`src/rtl/core/volume_box_downsample_macros.svh`:
```
// ----------------------------------------------------------------------------
// Volume box downsample assertion macros
// Concurrent checks on clk with synchronous reset rst; empty in synthesis.
// ----------------------------------------------------------------------------
`ifndef VOLUME_BOX_DOWNSAMPLE_MACROS_SVH
`define VOLUME_BOX_DOWNSAMPLE_MACROS_SVH
`ifndef SYNTHESIS
`define VBD_ASSERT_IMPLIES(label, cond, prop, msg) \
  label: assert property (@(posedge clk) disable iff (rst) (cond) |-> (prop)) \
    else $error(msg);
`define VBD_ASSERT_NEXT(label, cond, prop, msg) \
  label: assert property (@(posedge clk) disable iff (rst) (cond) |=> (prop)) \
    else $error(msg);
`else
`define VBD_ASSERT_IMPLIES(label, cond, prop, msg)
`define VBD_ASSERT_NEXT(label, cond, prop, msg)
`endif
`endif

```
`src/rtl/core/vbd_pkg.sv`:
```
// ----------------------------------------------------------------------------
// Volume box downsample package
// Shared widths, defaults, register indexes and control structs.
// ----------------------------------------------------------------------------
package vbd_pkg;

  localparam int DEF_MAX_WIDTH   = 4096;
  localparam int DEF_MAX_FACTOR  = 8;
  localparam int DEF_VOXEL_BITS  = 8;

  localparam int COORD_BITS      = 12;
  localparam int SUM_BITS        = 17;
  localparam int FACTOR_REG_BITS = 4;
  localparam int SIZE_REG_BITS   = 13;
  localparam int CFG_INDEX_BITS  = 3;
  localparam int CFG_DATA_BITS   = 13;

  localparam logic [CFG_INDEX_BITS-1:0] REG_FACTOR_X      = 3'd0;
  localparam logic [CFG_INDEX_BITS-1:0] REG_FACTOR_Y      = 3'd1;
  localparam logic [CFG_INDEX_BITS-1:0] REG_FACTOR_Z      = 3'd2;
  localparam logic [CFG_INDEX_BITS-1:0] REG_SOURCE_WIDTH  = 3'd3;
  localparam logic [CFG_INDEX_BITS-1:0] REG_SOURCE_HEIGHT = 3'd4;
  localparam logic [CFG_INDEX_BITS-1:0] REG_SOURCE_DEPTH  = 3'd5;

  localparam logic [FACTOR_REG_BITS-1:0] FACTOR_RESET = 4'd2;
  localparam logic [SIZE_REG_BITS-1:0]   SIZE_RESET   = 13'd256;

  typedef struct packed {
    logic [FACTOR_REG_BITS-1:0] factor_x;
    logic [FACTOR_REG_BITS-1:0] factor_y;
    logic [FACTOR_REG_BITS-1:0] factor_z;
    logic [SIZE_REG_BITS-1:0]   source_width;
    logic [SIZE_REG_BITS-1:0]   source_height;
    logic [SIZE_REG_BITS-1:0]   source_depth;
  } cfg_regs_t;

  typedef struct packed {
    logic busy;
    logic done;
  } div_status_t;

endpackage

```
`src/rtl/core/vbd_cfg_if.sv`:
```
// ----------------------------------------------------------------------------
// Configuration write channel
// Valid/ready channel carrying a register index and write data.
// ----------------------------------------------------------------------------
interface vbd_cfg_if;
  logic                               valid;
  logic                               ready;
  logic [vbd_pkg::CFG_INDEX_BITS-1:0] index;
  logic [vbd_pkg::CFG_DATA_BITS-1:0]  data;

  modport source (output valid, output index, output data, input ready);
  modport sink (input valid, input index, input data, output ready);
endinterface

```
`src/rtl/core/vbd_cfg.sv`:
```
// ----------------------------------------------------------------------------
// Volume box downsample configuration registers
// Decodes register writes and holds the raw factor and size registers.
// ----------------------------------------------------------------------------
module vbd_cfg (
  input  logic               clk,
  input  logic               rst,
  vbd_cfg_if.sink            cfg,
  output vbd_pkg::cfg_regs_t regs
);

  assign cfg.ready = 1'b1;

  always_ff @(posedge clk) begin
    if (rst) begin
      regs.factor_x      <= vbd_pkg::FACTOR_RESET;
      regs.factor_y      <= vbd_pkg::FACTOR_RESET;
      regs.factor_z      <= vbd_pkg::FACTOR_RESET;
      regs.source_width  <= vbd_pkg::SIZE_RESET;
      regs.source_height <= vbd_pkg::SIZE_RESET;
      regs.source_depth  <= vbd_pkg::SIZE_RESET;
    end else if (cfg.valid) begin
      case (cfg.index)
        vbd_pkg::REG_FACTOR_X: begin
          regs.factor_x <= vbd_pkg::FACTOR_REG_BITS'(cfg.data);
        end
        vbd_pkg::REG_FACTOR_Y: begin
          regs.factor_y <= vbd_pkg::FACTOR_REG_BITS'(cfg.data);
        end
        vbd_pkg::REG_FACTOR_Z: begin
          regs.factor_z <= vbd_pkg::FACTOR_REG_BITS'(cfg.data);
        end
        vbd_pkg::REG_SOURCE_WIDTH: begin
          regs.source_width <= vbd_pkg::SIZE_REG_BITS'(cfg.data);
        end
        vbd_pkg::REG_SOURCE_HEIGHT: begin
          regs.source_height <= vbd_pkg::SIZE_REG_BITS'(cfg.data);
        end
        vbd_pkg::REG_SOURCE_DEPTH: begin
          regs.source_depth <= vbd_pkg::SIZE_REG_BITS'(cfg.data);
        end
        default: begin
        end
      endcase
    end
  end

endmodule

```
`src/flat_wrapper.sv`:
```
// flat-port wrapper written by rule: the top's interface ports become plain ports
module vbd_cfg_flat 
  (clk, rst, regs, cfg_valid, cfg_index, cfg_data, cfg_ready);
  vbd_cfg_if cfg_i ();
  input  logic clk;
  input  logic rst;
  output vbd_pkg::cfg_regs_t regs;
  input wire logic [$bits(cfg_i.valid)-1:0] cfg_valid;
  input wire logic [$bits(cfg_i.index)-1:0] cfg_index;
  input wire logic [$bits(cfg_i.data)-1:0] cfg_data;
  output wire logic [$bits(cfg_i.ready)-1:0] cfg_ready;
  assign cfg_i.valid = cfg_valid;
  assign cfg_i.index = cfg_index;
  assign cfg_i.data = cfg_data;
  assign cfg_ready = cfg_i.ready;
  vbd_cfg u_core (.clk(clk), .rst(rst), .cfg(cfg_i), .regs(regs));
endmodule
```
`config.mk`:
```
export PLATFORM = sky130hd
export DESIGN_NAME = vbd_cfg_flat
export DESIGN_NICKNAME = d
export VERILOG_FILES = /design/src/rtl/core/volume_box_downsample_macros.svh /design/src/rtl/core/vbd_pkg.sv /design/src/rtl/core/vbd_cfg_if.sv /design/src/rtl/core/vbd_cfg.sv /design/src/flat_wrapper.sv
export SDC_FILE = /design/constraint.sdc
export NUM_CORES = 1
export LEC_CHECK = 0
export BUFFER_PORTS_ARGS = -buffer_cell sky130_fd_sc_hd__buf_2
export CAP_MARGIN = 20
export CORE_MARGIN = 3
export CORE_UTILIZATION = 35
export CTS_CLUSTER_DIAMETER = 40
export DETAILED_ROUTE_END_ITERATION = 10
export SYNTH_ARGS = -nofsm -noshare
export SYNTH_HDL_FRONTEND = slang
export SYNTH_SLANG_ARGS = --single-unit
```
`constraint.sdc`:
```
create_clock -name clk -period 3.2 [get_ports clk]
set_input_delay 0.48 -clock clk [delete_from_list [all_inputs] [get_ports clk]]
set_output_delay 0.48 -clock clk [all_outputs]
set_load 0.01 [all_outputs]
```
; ---- Yosys cells after proc, flatten, opt, wreduce, memory -nomap -nowiden
; Cells that the tools add are included.
[word_totals]
elab_cells = 18
register_bits = 51
in_bits = 19
out_inout_bits = 52
[op_classes]
reduce_logical = 7
eq_ne = 5
[op_table]
columns = op, count
row1 = 2-bit AND reduction, 6
row2 = 3-bit by 2-bit equality test with 1-bit output (second input constant), 2
row3 = 3-bit equality test (second input constant), 2
row4 = 3-bit by 1-bit equality test with 1-bit output (second input constant), 1
row5 = 3-bit logical NOT, 1

; ---- Logic depth before layout (Yosys ltp)
[logic_depth]
word_depth = 2
ltp_mapped = 4
mapped_depth_nobuf = 2

; ---- Worst setup path after synthesis
; OpenSTA, ideal clock, no wires.
[synth_timing]
kind = input to register
from = in cfg_index[0]
to = reg u_core.regs[47] (netlist name)
setup_slack_ns = 1.833
required_ns = 3.076
n_path_buf = 1
t_arrival_ns = 1.243
cell_stages = 3
setup_time_ns = 0.124
path_cell_list = or4b_1 > buf_2 > mux2i_1
[synth_via]
elab_chain_cells = 2
[synth_lines]
columns = item, line_no
row1 = from (decl), flat_wrapper.sv:9  ; input wire logic [$bits(cfg_i.index)-1:0] cfg_index;
row2 = 3-bit logical NOT, vbd_cfg.sv:23  ; case (cfg.index)
row3 = 2-bit AND reduction (no source line), -
; Every way passes these cells.
; A chain may end at the register's enable or synchronous reset.

; ---- Final worst setup path
[layout_timing]
from = in cfg_index[1]
to = reg u_core.regs[20] (netlist name)
[layout_via]
elab_chain_cells = 2
[layout_lines]
columns = item, line_no
row1 = 3-bit equality test, vbd_cfg.sv:23
row2 = 2-bit AND reduction (no source line), -
; Every way passes these cells.

==> results.txt <==
post-CTS resize count - 0
Area Growth Syn to Fin - 24.7%
sequential element share of the synthesized area - 0.494
P_leak - 1.33 nW
met3 wire len - 288 um
post-DR vias/cell - 4.46
dpl hpwl - 3.07 mm
Worst-path clk slew - 100 ps
post-synth top area cell - dfxtp_1
M1 WL - 2.12 mm
post-synthesis instance area - 2070 um2
initial core utilization - 0.369
count of input and output buffers - 69
Reg with most FFs - u_core.regs
Largest regs - u_core.regs: 51 flops
Worst Setup End Kind - flop
TritonCTS Buffers - 5
Min-Delay Path Class - in -> reg
critical path startpoint category - input pin
Multi-input gate area - 985 um2
CP Max Fanout - 10
Tcrit/Tclk final - 0.442
first-pass iteration count of the detailed router - 3
Largest register FFs - 51
cell count after placement - 319
worst endpoint data arrival time - 1640 ps
hold violation count in the final report - 0
DRC - 0
status - complete, no violations
global-route wire length before repair - 7.25 mm
share of cells above drive strength 1 - 0.314
die area - 6860 um2
fill count - 587
DR WL met2 - 1.87 mm
Synth top area share - 0.494
H-tree levels - 2
FF/Latch Area - 1020 um2
Most used DFF post-synth - dfxtp_1
ys async rst share - 0
Max-slew headroom - 0.516
final std cell area, no fill - 2580 um2
Cell Pwr Density - 475 nW/um2
GRT Residual Overflow - 0
fmax - 707 MHz
vias in the first global route - 1381
Total GRT Usage - 0.130
Rows - 27
Core ar. - 5610 um2
fin crit period - 1420 ps
Post-synth EDFFs - 0
DRT Wirelength - 4.34 mm
# hold bufs at CTS - 0
initial antenna violation count - 0
CTS sink cnt - 51
GPL Wtd Cong - 0.704
mean area per synthesized cell - 10.9 um2
largest net degree at the start of global routing - 56
Yosys warning count - 0
Gate Count Post-Synth - 190
clock buffer depth - 2
Synth Register Bits - 51
hold slack final - 453 ps
TNS Setup - 0 ps
library cells used by synthesis - 13
Final nets - 273
top post-synthesis cells by area - dfxtp_1, mux2i_1, nand2b_1
fin. max-slew vios - 0
clk_skew - 0 ps
root buf cell - clkbuf_8
unrepaired setup endpoints after global routing - false
Post-DP Area - 2460 um2
critical path type - in -> reg
Final Non-Filler Cells - 327
measured slew at the worst slew-check pin - 722 ps
Post-Place Worst Slack - 1430 ps
die span in x - 82.9 um
number of top-level pins - 71
max-cap violations - 0
PnR worst setup slack - 1780 ps
Data required, critical path - 3420 ps
Worst-Skew Late Latency - 290 ps
Vias - 1458
final setup fails - 0
Synth top cells by count - nand2b_1, dfxtp_1, mux2i_1
ANT nets after route - 0
post-CTS setup buffer count - 0
Die H - 82.9 um
Max IR drop VDD - 0.269 mV
WL/cell - 13.3 um
Mapped Nets - 209
CTS tree - built
DRT iter0 DRCs - 41
most common cell in the netlist - nand2b_1
ant diodes - 0
Max Used Layer - met4
## routing by layer
layer  GRT usage  vias up
met5           0        -
met4      0.0446        0
met3      0.0427        5
met2       0.190       42
met1       0.179      655
li1            -      756
## logic make-up after synthesis
kind of cell	Yosys count	share of synthesized area
simple gates	73	0.228
mux	51	0.247
flops	51	0.494
buf+inv	14	0.0297
other cells	1	0.00181
## final cells by class
cell class	count	share of cell area
Multi-Input combinational cell	125	0.382
Timing Repair Buffer	71	0.140
Sequential cell	51	0.396
Clock buffer	6	0.0320
Tap cell	72	0.0350
Clock inverter	2	0.0150
## power by group
| group | leakage [nW] | switching (mW) | internal [mW] | total (mW) |
|---|---|---|---|---|
| registers | 0.413 | 0.00690 | 0.648 | 0.655 |
| clock network | 0.0618 | 0.214 | 0.257 | 0.471 |
| logic | 0.854 | 0.0509 | 0.0470 | 0.0979 |
## layout by cell type (no fill, tap or decap), drive strengths merged, types with 2 or more instances in the layout
cell	count
clkbuf	6
mux2i	51
nand2b	57
dfxtp	51
nand4b	2
nor2	8
nand4bb	3
buf	71
## critical path, cell delays in order
cell	delay (ps)
buf_2	140
nand4bb_1	670
mux2i_1	350
## per-stage QoR
stage                     total power, mW   util
final                                1.22  0.460
after detailed placement            0.770  0.438
after global routing                 1.28  0.460
after CTS                            1.25  0.460
after global placement              0.769  0.438
after floorplan                     0.731      -
## path summary, 6_finish.rpt
check,startpoint,end,slack (ps),cells past startpoint
setup / recovery,cfg_index[1],u_core.regs[20],1780,3
hold reg to reg,u_core.regs[43],u_core.regs[43],480,2
setup reg to reg,u_core.regs[21],u_core.regs[21],2560,2
hold / removal,cfg_data[8],u_core.regs[34],450,3
(Power assumes the default switching activity.)
