File: config.mk
export PLATFORM = sky130hd
export DESIGN_NAME = vbd_div
export DESIGN_NICKNAME = d
export VERILOG_FILES = /design/src/rtl/core/volume_box_downsample_macros.svh /design/src/rtl/core/vbd_pkg.sv /design/src/rtl/core/vbd_div.sv
export SDC_FILE = /design/constraint.sdc
export NUM_CORES = 1
export LEC_CHECK = 0
export ABC_AREA = 1
export BUFFER_PORTS_ARGS = -buffer_cell sky130_fd_sc_hd__buf_2
export CORE_ASPECT_RATIO = 0.9
export CORE_MARGIN = 4
export CORE_UTILIZATION = 50
export DETAILED_ROUTE_END_ITERATION = 8
export PLACE_DENSITY = 0.71
export REMOVE_ABC_BUFFERS = 1
export SLEW_MARGIN = 5
export SYNTH_ARGS = -nofsm -noshare
export SYNTH_HDL_FRONTEND = slang
export SYNTH_SLANG_ARGS = --single-unit
File: constraint.sdc
create_clock -name clk -period 9 [get_ports clk]
set_input_delay 1.8 -clock clk [delete_from_list [all_inputs] [get_ports clk]]
set_output_delay 1.8 -clock clk [all_outputs]
set_load 0.01 [all_outputs]
File: src/rtl/core/volume_box_downsample_macros.svh
// ----------------------------------------------------------------------------
// Volume box downsample assertion macros
// Concurrent checks on clk with synchronous reset rst; empty in synthesis.
// ----------------------------------------------------------------------------
`ifndef VOLUME_BOX_DOWNSAMPLE_MACROS_SVH
`define VOLUME_BOX_DOWNSAMPLE_MACROS_SVH
`ifndef SYNTHESIS
`define VBD_ASSERT_IMPLIES(label, cond, prop, msg) \
  label: assert property (@(posedge clk) disable iff (rst) (cond) |-> (prop)) \
    else $error(msg);
`define VBD_ASSERT_NEXT(label, cond, prop, msg) \
  label: assert property (@(posedge clk) disable iff (rst) (cond) |=> (prop)) \
    else $error(msg);
`else
`define VBD_ASSERT_IMPLIES(label, cond, prop, msg)
`define VBD_ASSERT_NEXT(label, cond, prop, msg)
`endif
`endif

File: src/rtl/core/vbd_pkg.sv
// ----------------------------------------------------------------------------
// Volume box downsample package
// Shared widths, defaults, register indexes and control structs.
// ----------------------------------------------------------------------------
package vbd_pkg;

  localparam int DEF_MAX_WIDTH   = 4096;
  localparam int DEF_MAX_FACTOR  = 8;
  localparam int DEF_VOXEL_BITS  = 8;

  localparam int COORD_BITS      = 12;
  localparam int SUM_BITS        = 17;
  localparam int FACTOR_REG_BITS = 4;
  localparam int SIZE_REG_BITS   = 13;
  localparam int CFG_INDEX_BITS  = 3;
  localparam int CFG_DATA_BITS   = 13;

  localparam logic [CFG_INDEX_BITS-1:0] REG_FACTOR_X      = 3'd0;
  localparam logic [CFG_INDEX_BITS-1:0] REG_FACTOR_Y      = 3'd1;
  localparam logic [CFG_INDEX_BITS-1:0] REG_FACTOR_Z      = 3'd2;
  localparam logic [CFG_INDEX_BITS-1:0] REG_SOURCE_WIDTH  = 3'd3;
  localparam logic [CFG_INDEX_BITS-1:0] REG_SOURCE_HEIGHT = 3'd4;
  localparam logic [CFG_INDEX_BITS-1:0] REG_SOURCE_DEPTH  = 3'd5;

  localparam logic [FACTOR_REG_BITS-1:0] FACTOR_RESET = 4'd2;
  localparam logic [SIZE_REG_BITS-1:0]   SIZE_RESET   = 13'd256;

  typedef struct packed {
    logic [FACTOR_REG_BITS-1:0] factor_x;
    logic [FACTOR_REG_BITS-1:0] factor_y;
    logic [FACTOR_REG_BITS-1:0] factor_z;
    logic [SIZE_REG_BITS-1:0]   source_width;
    logic [SIZE_REG_BITS-1:0]   source_height;
    logic [SIZE_REG_BITS-1:0]   source_depth;
  } cfg_regs_t;

  typedef struct packed {
    logic busy;
    logic done;
  } div_status_t;

endpackage

File: src/rtl/core/vbd_div.sv
// ----------------------------------------------------------------------------
// Block mean divider
// Forms fx*fy*fz as fx*fy and then times fz, checks for saturation, then
// produces the quotient by restoring division, one bit per cycle.
// ----------------------------------------------------------------------------
module vbd_div #(
  parameter int FW         = 4,
  parameter int VOXEL_BITS = vbd_pkg::DEF_VOXEL_BITS,
  parameter int SUMW       = vbd_pkg::SUM_BITS
) (
  input  logic                 clk,
  input  logic                 rst,
  input  logic                 start,
  input  logic [SUMW-1:0]      dividend,
  input  logic [FW-1:0]        fx,
  input  logic [FW-1:0]        fy,
  input  logic [FW-1:0]        fz,
  output vbd_pkg::div_status_t status,
  output logic [VOXEL_BITS-1:0] quotient
);

  localparam int CW = 3 * FW;
  localparam int DW = ((SUMW > CW + VOXEL_BITS) ? SUMW : CW + VOXEL_BITS) + 1;
  localparam int KW = $clog2(VOXEL_BITS + 1);

  typedef enum logic [1:0] {D_IDLE, D_MUL, D_CHK, D_STEP} phase_t;

  phase_t                phase;
  logic                  busy;
  logic                  done;
  logic [DW-1:0]         rem;
  logic [DW-1:0]         dsh;
  logic [CW-1:0]         prod;
  logic [VOXEL_BITS-1:0] q;
  logic [KW-1:0]         steps;
  logic                  ovf;
  logic                  ge;

  assign ovf = rem >= (DW'(prod) << VOXEL_BITS);
  assign ge  = rem >= dsh;

  always_ff @(posedge clk) begin
    if (rst) begin
      phase <= D_IDLE;
      busy  <= 1'b0;
      done  <= 1'b0;
    end else begin
      case (phase)
        D_IDLE: begin
          if (start) begin
            phase <= D_MUL;
            busy  <= 1'b1;
            done  <= 1'b0;
            rem   <= DW'(dividend);
            prod  <= CW'(fx) * CW'(fy);
          end
        end
        D_MUL: begin
          phase <= D_CHK;
          prod  <= prod * CW'(fz);
        end
        D_CHK: begin
          if (ovf) begin
            phase <= D_IDLE;
            busy  <= 1'b0;
            done  <= 1'b1;
            q     <= '1;
          end else begin
            phase <= D_STEP;
            dsh   <= DW'(prod) << (VOXEL_BITS - 1);
            steps <= KW'(VOXEL_BITS);
            q     <= '0;
          end
        end
        D_STEP: begin
          if (ge) begin
            rem <= rem - dsh;
          end
          q     <= (q << 1) | VOXEL_BITS'(ge);
          dsh   <= dsh >> 1;
          steps <= steps - KW'(1);
          if (steps == KW'(1)) begin
            phase <= D_IDLE;
            busy  <= 1'b0;
            done  <= 1'b1;
          end
        end
        default: begin
          phase <= D_IDLE;
        end
      endcase
    end
  end

  assign status.busy = busy;
  assign status.done = done;
  assign quotient    = q;

endmodule

[Yosys cells after proc, flatten, opt, wreduce, memory -nomap -nowiden]
Index checks and enable logic that the tools add are counted.
Word-level totals
  bits of input ports: 32
  word-level logic and storage cells: 59
  output and inout bits: 10
  flip-flop bits (word level): 70
Cells by class
  order comparisons: 2
  bitwise operators: 2
  mux-type cells: 23
  $add $sub $neg: 2
  equality and inequality tests: 9
  multiply operators: 2
  reductions and logical operators: 11
Operators by type and width (count)
  21-bit case mux with 2 select lines: 2
  21-bit two-way mux: 3
  12-bit case mux with 2 select lines: 1
  21-bit by 20-bit >= comparator with 1-bit output: 1
  21-bit >= comparator: 1
  21-bit subtractor: 1
  8-bit case mux with 2 select lines: 1
  12-bit by 4-bit multiplier with 12-bit output: 1
  12-bit two-way mux: 1
  2-bit inequality test (second input constant): 5
  4-bit by 4-bit multiplier with 8-bit output: 1
  8-bit two-way mux: 1
  8-bit by 1-bit bitwise OR with 8-bit output: 1
  2-bit case mux with 4 select lines: 1
  4-bit case mux with 2 select lines: 1
  4-bit AND reduction: 2
  1-bit two-way mux: 6
  2-bit two-way mux: 3
  1-bit case mux with 3 select lines: 2
  3-bit AND reduction: 2
  2-bit nonzero test: 3
  2-bit == test (second input constant): 2
  4-bit by 1-bit == test with 1-bit output (second input constant): 1
  4-bit two-way mux: 1
  6 further kinds: 7

[Logic depth before layout (Yosys ltp)]
Gate-level depths: netlist (run 1).
  depth after elaboration: 3
  mapped depth: 17
  gate-level depth less buffers: 16

[Least setup slack after synthesis (run 1)]
Ideal clock, no wire load.
  path kind: input -> register
  from: input fz[1]
  to: register prod[8] (data pin)
  data required time: 8.738 ns
  path slack: 4.317 ns
  arrival: 4.421 ns
  setup time: 0.262 ns
  cell stages on the path: 13
  buffers on the path: 1
  cells stage by stage: clkbuf_1 nand2_1 fa_1 inv_1 fa_1 inv_1 fa_1 nor2_1 o21ai_0 a21boi_0 o22ai_1 o21ai_0 a21oi_1
Between the ends
  word-level cells in the longest chain between the ends: 2
Ends and longest elaborated chain
  start, declared: RTL line vbd_div.sv:17  | input logic [FW-1:0] fz,
  12-bit by 4-bit multiplier with 12-bit output: RTL line vbd_div.sv:60  | prod <= prod * CW'(fz);
  12-bit case mux with 2 select lines: RTL line vbd_div.sv:48  | case (phase)
  end signal, assigned: RTL line vbd_div.sv:55  | prod <= CW'(fx) * CW'(fy);
  end signal, assigned: RTL line vbd_div.sv:60
  end, declared: RTL line vbd_div.sv:33  | logic [CW-1:0] prod;
No other way between the ends.
A chain may end at the register's enable or synchronous reset.

[Final worst setup path (run 1)]
  from: input fz[2]
  to: register prod[8] (data pin)
Same word-level chain as after synthesis.

==> results.ini, run 1 <==
[status]
status=complete, no violations

[pwr]
power.share.sequential_pct=31.7
peakVddDrop_v=0.000109
p_per_area_nw_per_um2=212
power.internal_uw=858
leakagePower_nw=3.54
p_comb_share_pct=43.9
p_sw_share_pct=40.1
p_clk_share_pct=24.4
p_switching_uw=573

[synth]
synthArstFlopShare_pct=0
synthFlopType=edfxtp_1
synthCells=812
synth_largest_area_cell=edfxtp_1
avgSynthCellArea_um2=7.51
yosys_warnings=0
synth_common_cells=nand2_1 (232), inv_1 (169), nor2_1 (67)
yosysMostFrequentCell=nand2_1
synth_cell_type_count=38
yosysTopAreaCellShare_pct=31.5
synth.yosys.seq_area_share_pct=32.8
synth_edf_count=64
synth_area_leaders=edfxtp_1 (32%), nand2_1 (14%), ha_1 (13%), inv_1 (10%), fa_1 (7.2%)
synth-seq-cells=68
synthesis.area_um2=6100

[sta]
fin_crit_ps=4520
worst_pin_slew_ps=720
finalHoldViolCount=0
rsz0062_at_grt=false
hold_slack_ps=462
max-slew-margin-rel_pct=51.7
setup_viol=0
clock_skew_ps=5.19
max_freq_ghz=0.221
timing.final.crit_share_pct=50.3
setup_tns_ps=0
fin_ws_ps=4480
final_max_slew_viol_count=0

[hold_path]
hp-start=done
hold_class=register to register
hold_path_end=done
hold_depth=2

[route]
wl_per_cell_um=13.0
vias=5039
totalWireLength_um=13100
vias_per_cell=4.97
first_iter_violations=391
drc=0
drtPass1Iterations=5
ant_nets=0

[final_layout]
fin_nets=967
diodes=0
drive_above_1_share_pct=8.87
final_core_utilization_pct=57.8
syn_to_final_growth_pct=10.5

[place]
gp_congestion=0.840
detailedPlace.worstSlack_ps=4150
hpwlAfterDp_um=10300
io_buffers=41

[clock_tree]
cts.sinks=68
cts_tree=done
cts-resized-gates=0
cts.htree.levels=3
cts_buffers=9
clk_path_buf_depth=2
clock_latency_ps=330
cts_setup_buffers=0
cts_hold_buf=0
clock-root-buffer=clkbuf_16
cts.clk_slew.worst_paths_ps=60

[critical_path]
regToRegStartpoint=prod[0]
critPathArrivalTime_ps=4600
r2r_cells=12
startpoint=fz[2]
end_kind=register
required_ps=9080
worstSetupStartpointType=input pin
r2r-end=prod[8]
timing.reg2reg.setup_slack_ps=5610
worst-path-max-fanout=10
crit_type=input pin to register

[grt]
grt_pass1_vias=4842
grt_antenna_before_repair=0
grt_max_degree=58
grtUsageTotal_pct=19.7
grt.overflow.total=0
grt_pass1_wl_um=23000

[floorplanning]
start_util_pct=52.3
dieArea_um2=14000
die_w_um=124
fp.dieH_um=113
coreArea_um2=11700
std_cell_rows=37
ios=42

[run]
max_cap_violations=0

-- power by group through the flow --
stage                     logic (mW)  clock network [mW]  registers [mW]
after global placement         0.615                   0           0.459
after global routing           0.732               0.373           0.458
final                          0.628               0.350           0.453
after floorplan                0.470                   0           0.446
after CTS                      0.627               0.355           0.453
after detailed placement       0.620                   0           0.459
-- cell families (layout without fill, tap and decap cells) --
logic type / count (synthesis) / count (layout) / share of synthesized area [%]
fa+ha+maj: 83 / 83 / 19.7
mux: 1 / 1 / 0.164
buf+inv: 186 / 231 / 11.9
compound gates: 110 / 110 / 10.3
simple gates: 351 / 351 / 23.1
flops: 68 / 68 / 32.8
xor+xnor: 13 / 13 / 1.99
-- final cells by class --
class	count	area, um^2
inverters	170	638
clock inverters	7	66.3
fillers	1122	4930
flip-flops and latches	68	2000
repair buffers	45	235
clock buffers	9	225
well taps	156	195
multi-input cells	558	3380
-- registers in the layout (all words and copies together), names as in the netlist --
register and cells:
busy 1, done 1, dsh 19, phase 2, prod 12, quotient 8, rem 21, steps 4
-- layer usage --
layer,track usage (%),vias to the layer above,routed length [um]
li1,-,2647,-
met1,30.1,2259,6870
met2,29.5,122,5520
met3,3.30,11,627
met4,3.94,0,124
met5,0,-,0
-- how the worst max path moves through the flow --
stage,end,slack [ps],cells after the start
global route,prod[8],4120,13
global placement,prod[8],4190,13
finish,prod[8],4480,13
floorplan,dsh[0],4540,2
CTS,prod[8],4500,13
detailed placement,prod[8],4150,13
-- metrics by stage --
stage               power, mW  area, um^2  cells
finish                   1.43        6740   1013
global route             1.56        6740   1013
CTS                      1.44        6740   1013
detailed placement       1.08        6450    997
global placement         1.07        6450    997
floorplan               0.917        6010    796
-- placed cells by master (no fill, tap or decap), types with 3 or more instances in the layout --
cell type and count:
a31oi_1 5, xor2_1 6, a21o_1 3, edfxtp_1 64
nand4_1 10, o21ai_2 4, o21ai_0 38, nor2_1 67
or2_2 4, nor3_1 6, ha_1 60, o22ai_1 4
fa_1 22, dfxtp_1 4, inv_1 169, xnor2_1 6
clkinv_2 3, a21oi_1 41, buf_4 4, nand2_1 232
clkbuf_16 9, nand3_1 27, a21boi_0 3, buf_2 41
-- critical path, cell delays in order --
cell      delay [ps]
buf_2            200
nand2_1          110
fa_1             510
inv_1             60
fa_1             580
inv_1             70
fa_1             430
nor2_1           150
o21ai_0          120
a21boi_0         250
o22ai_1          120
o21ai_0          160
a21oi_1           50
Note: power is estimated with default switching activity, not from simulation.
==> inputs of run 2 (changes only) <==
- PLACE_DENSITY: 0.71 -> 0.74
- clock period: 9 -> 3.8 ns (I/O delays scaled with it)
==> run 2 against run 1 <==
Against the previous run: register-to-register slack lost 5100 ps; wire length is 1.6% higher; count of clock-buffer cells in the layout did not move; sequential share of layout area decreased by 0.27 points; core utilization up 0.54 points; combinational power is 140% higher; setup slack got worse by 4100 ps; non-clock buffer count up 5; global-route usage decreased by 0.13 points.
==> results.ini, run 2 (synthesis gave the netlist of run 1 again) <==
[pwr]
power.internal_mw=2.10
peakVddDrop_v=0.000280
power.share.sequential_pct=31.0
p_comb_share_pct=43.1
p_clk_share_pct=25.8
p_switching_mw=1.34
power_mw=3.44
leakagePower_nw=3.58
p_per_area_nw_per_um2=506
p_sw_share_pct=39.0

[place]
hpwlAfterDp_um=10500
gp_congestion=0.896
dp.cells=1002
dpl_cell_area_um2=6490
io_buffers=41

[final_layout]
top_register=rem
fin_nets=972
syn_to_final_growth_pct=11.6
largest_reg_flops=21
fin_cells=1018
fill_cells=1132
diodes=0
design_area_um2=6800
final_common_cell=nand2_1
final_cell_mix=nand2_1 (232), inv_1 (169), nor2_1 (67)
drive_above_1_share_pct=9.51
biggestRegsByFlops=rem (21), dsh (19), prod (12)
final_core_utilization_pct=58.3

[critical_path]
regToRegStartpoint=prod[1]
worstSetupStartpointType=input pin
r2r-end=prod[8]
cp-endpoint=prod[8]
r2r_cells=12
timing.reg2reg.setup_slack_ps=530
worst-path-max-fanout=9
end_kind=register
required_ps=3880
critPathArrivalTime_ps=3490
startpoint=fz[3]
crit_type=input pin to register

[floorplanning]
std_cell_rows=37
ios=42
die_w_um=124
fp.dieH_um=113
start_util_pct=52.3
dieArea_um2=14000
coreArea_um2=11700

[route]
vias_per_cell=5.10
wl_met2_um=5790
dr_wl_met3_um=764
drc=0
vias=5189
first_iter_violations=395
ant_nets=0
totalWireLength_um=13300
met1_length_um=6570
top_layer=met4
drtPass1Iterations=6
wl_per_cell_um=13.1

[grt]
grt_pass1_vias=4768
grt_antenna_before_repair=0
grtUsageTotal_pct=19.5
grt_max_degree=55
grt_pass1_wl_um=22700
grt.overflow.total=0

[sta]
worst_pin_slew_ps=522
fin_crit_ps=3410
final_max_slew_viol_count=0
finalHoldViolCount=0
max_freq_ghz=0.293
clock_skew_ps=5.36
setup_viol=0
rsz0062_at_grt=false
max-slew-margin-rel_pct=65.2
hold_slack_ps=465
timing.final.crit_share_pct=89.8

[clock_tree]
cts_tree=done
clock_latency_ps=330
cts.htree.levels=3
cts_hold_buf=0
cts_buffers=9
cts.sinks=68
clock-root-buffer=clkbuf_16
cts.clk_slew.worst_paths_ps=60
clk_path_buf_depth=2

[run]
max_cap_violations=0

[status]
status=complete, no violations

[hold_path]
hold_class=register to register

[run 2: cell count changes in the layout (fill, tap and decap cells not counted)]
| cell | change |
|---|---|
| a21boi_0 | -1 |
| a21boi_1 | +1 |
| buf_4 | +5 |
| bufinv_16 | +1 |
| clkinv_1 | -1 |
| clkinvlp_4 | +1 |
| inv_6 | -1 |
[run 2: area by class of cell]
cell class / instances / area [um^2] / area share [%]
clock buffer: 9 / 225 / 3.31
tap: 156 / 195 / 2.87
multi-input combinational: 558 / 3380 / 49.7
clock inverter: 7 / 91.3 / 1.34
timing repair buffer: 50 / 273 / 4.01
sequential: 68 / 2000 / 29.4
inverter: 170 / 638 / 9.38
[run 2: per-stage QoR]
step	worst slack, ps	TNS, ps
2_1_floorplan	-447	-10280
3_3_place_gp	32.1	0
3_5_place_dp	-42.9	-42.9
4_1_cts	316	0
5_1_grt	89.8	0
6_report	388	0
[run 2: routing by layer]
metal | vias to the layer above | GRT usage (%)
li1 | 2669 | -
met1 | 2372 | 29.2
met2 | 130 | 29.3
met3 | 18 | 3.45
met4 | 0 | 5.41
met5 | - | 0
[run 2: repair_timing]
| item | 4_1_cts | 5_1_grt |
|---|---|---|
| endpoints found under the setup margin | 0 | 1 |
| endpoints found under the hold margin | 0 | 0 |
| setup buffers | 0 | 0 |
| gates resized for setup | 0 | 1 |
[run 2: worst min-delay path by stage]
stage / cells after the start / slack, ps / start / to
2_1_floorplan: 2 / 470 / phase[1] / phase[1]
3_3_place_gp: 2 / 450 / busy / busy
3_5_place_dp: 2 / 450 / done / done
4_1_cts: 2 / 470 / done / done
5_1_grt: 2 / 500 / busy / busy
6_report: 2 / 470 / busy / busy
[run 2: power groups by stage]
stage / sequential (mW) / clock [mW] / combinational, mW
finish: 1.07 / 0.889 / 1.48
global route: 1.08 / 0.944 / 1.72
CTS: 1.07 / 0.906 / 1.48
detailed placement: 1.08 / 0 / 1.47
global placement: 1.08 / 0 / 1.45
floorplan: 1.06 / 0 / 1.11
[run 2: critical path: stages]
cell and delay [ps]:
buf_2 160, nand2_1 90, fa_1 550, inv_1 60, fa_1 560, inv_1 70, fa_1 430, nor2_1 160
o21ai_0 120, a21boi_1 200, o22ai_1 110, o21ai_0 160, a21oi_1 60
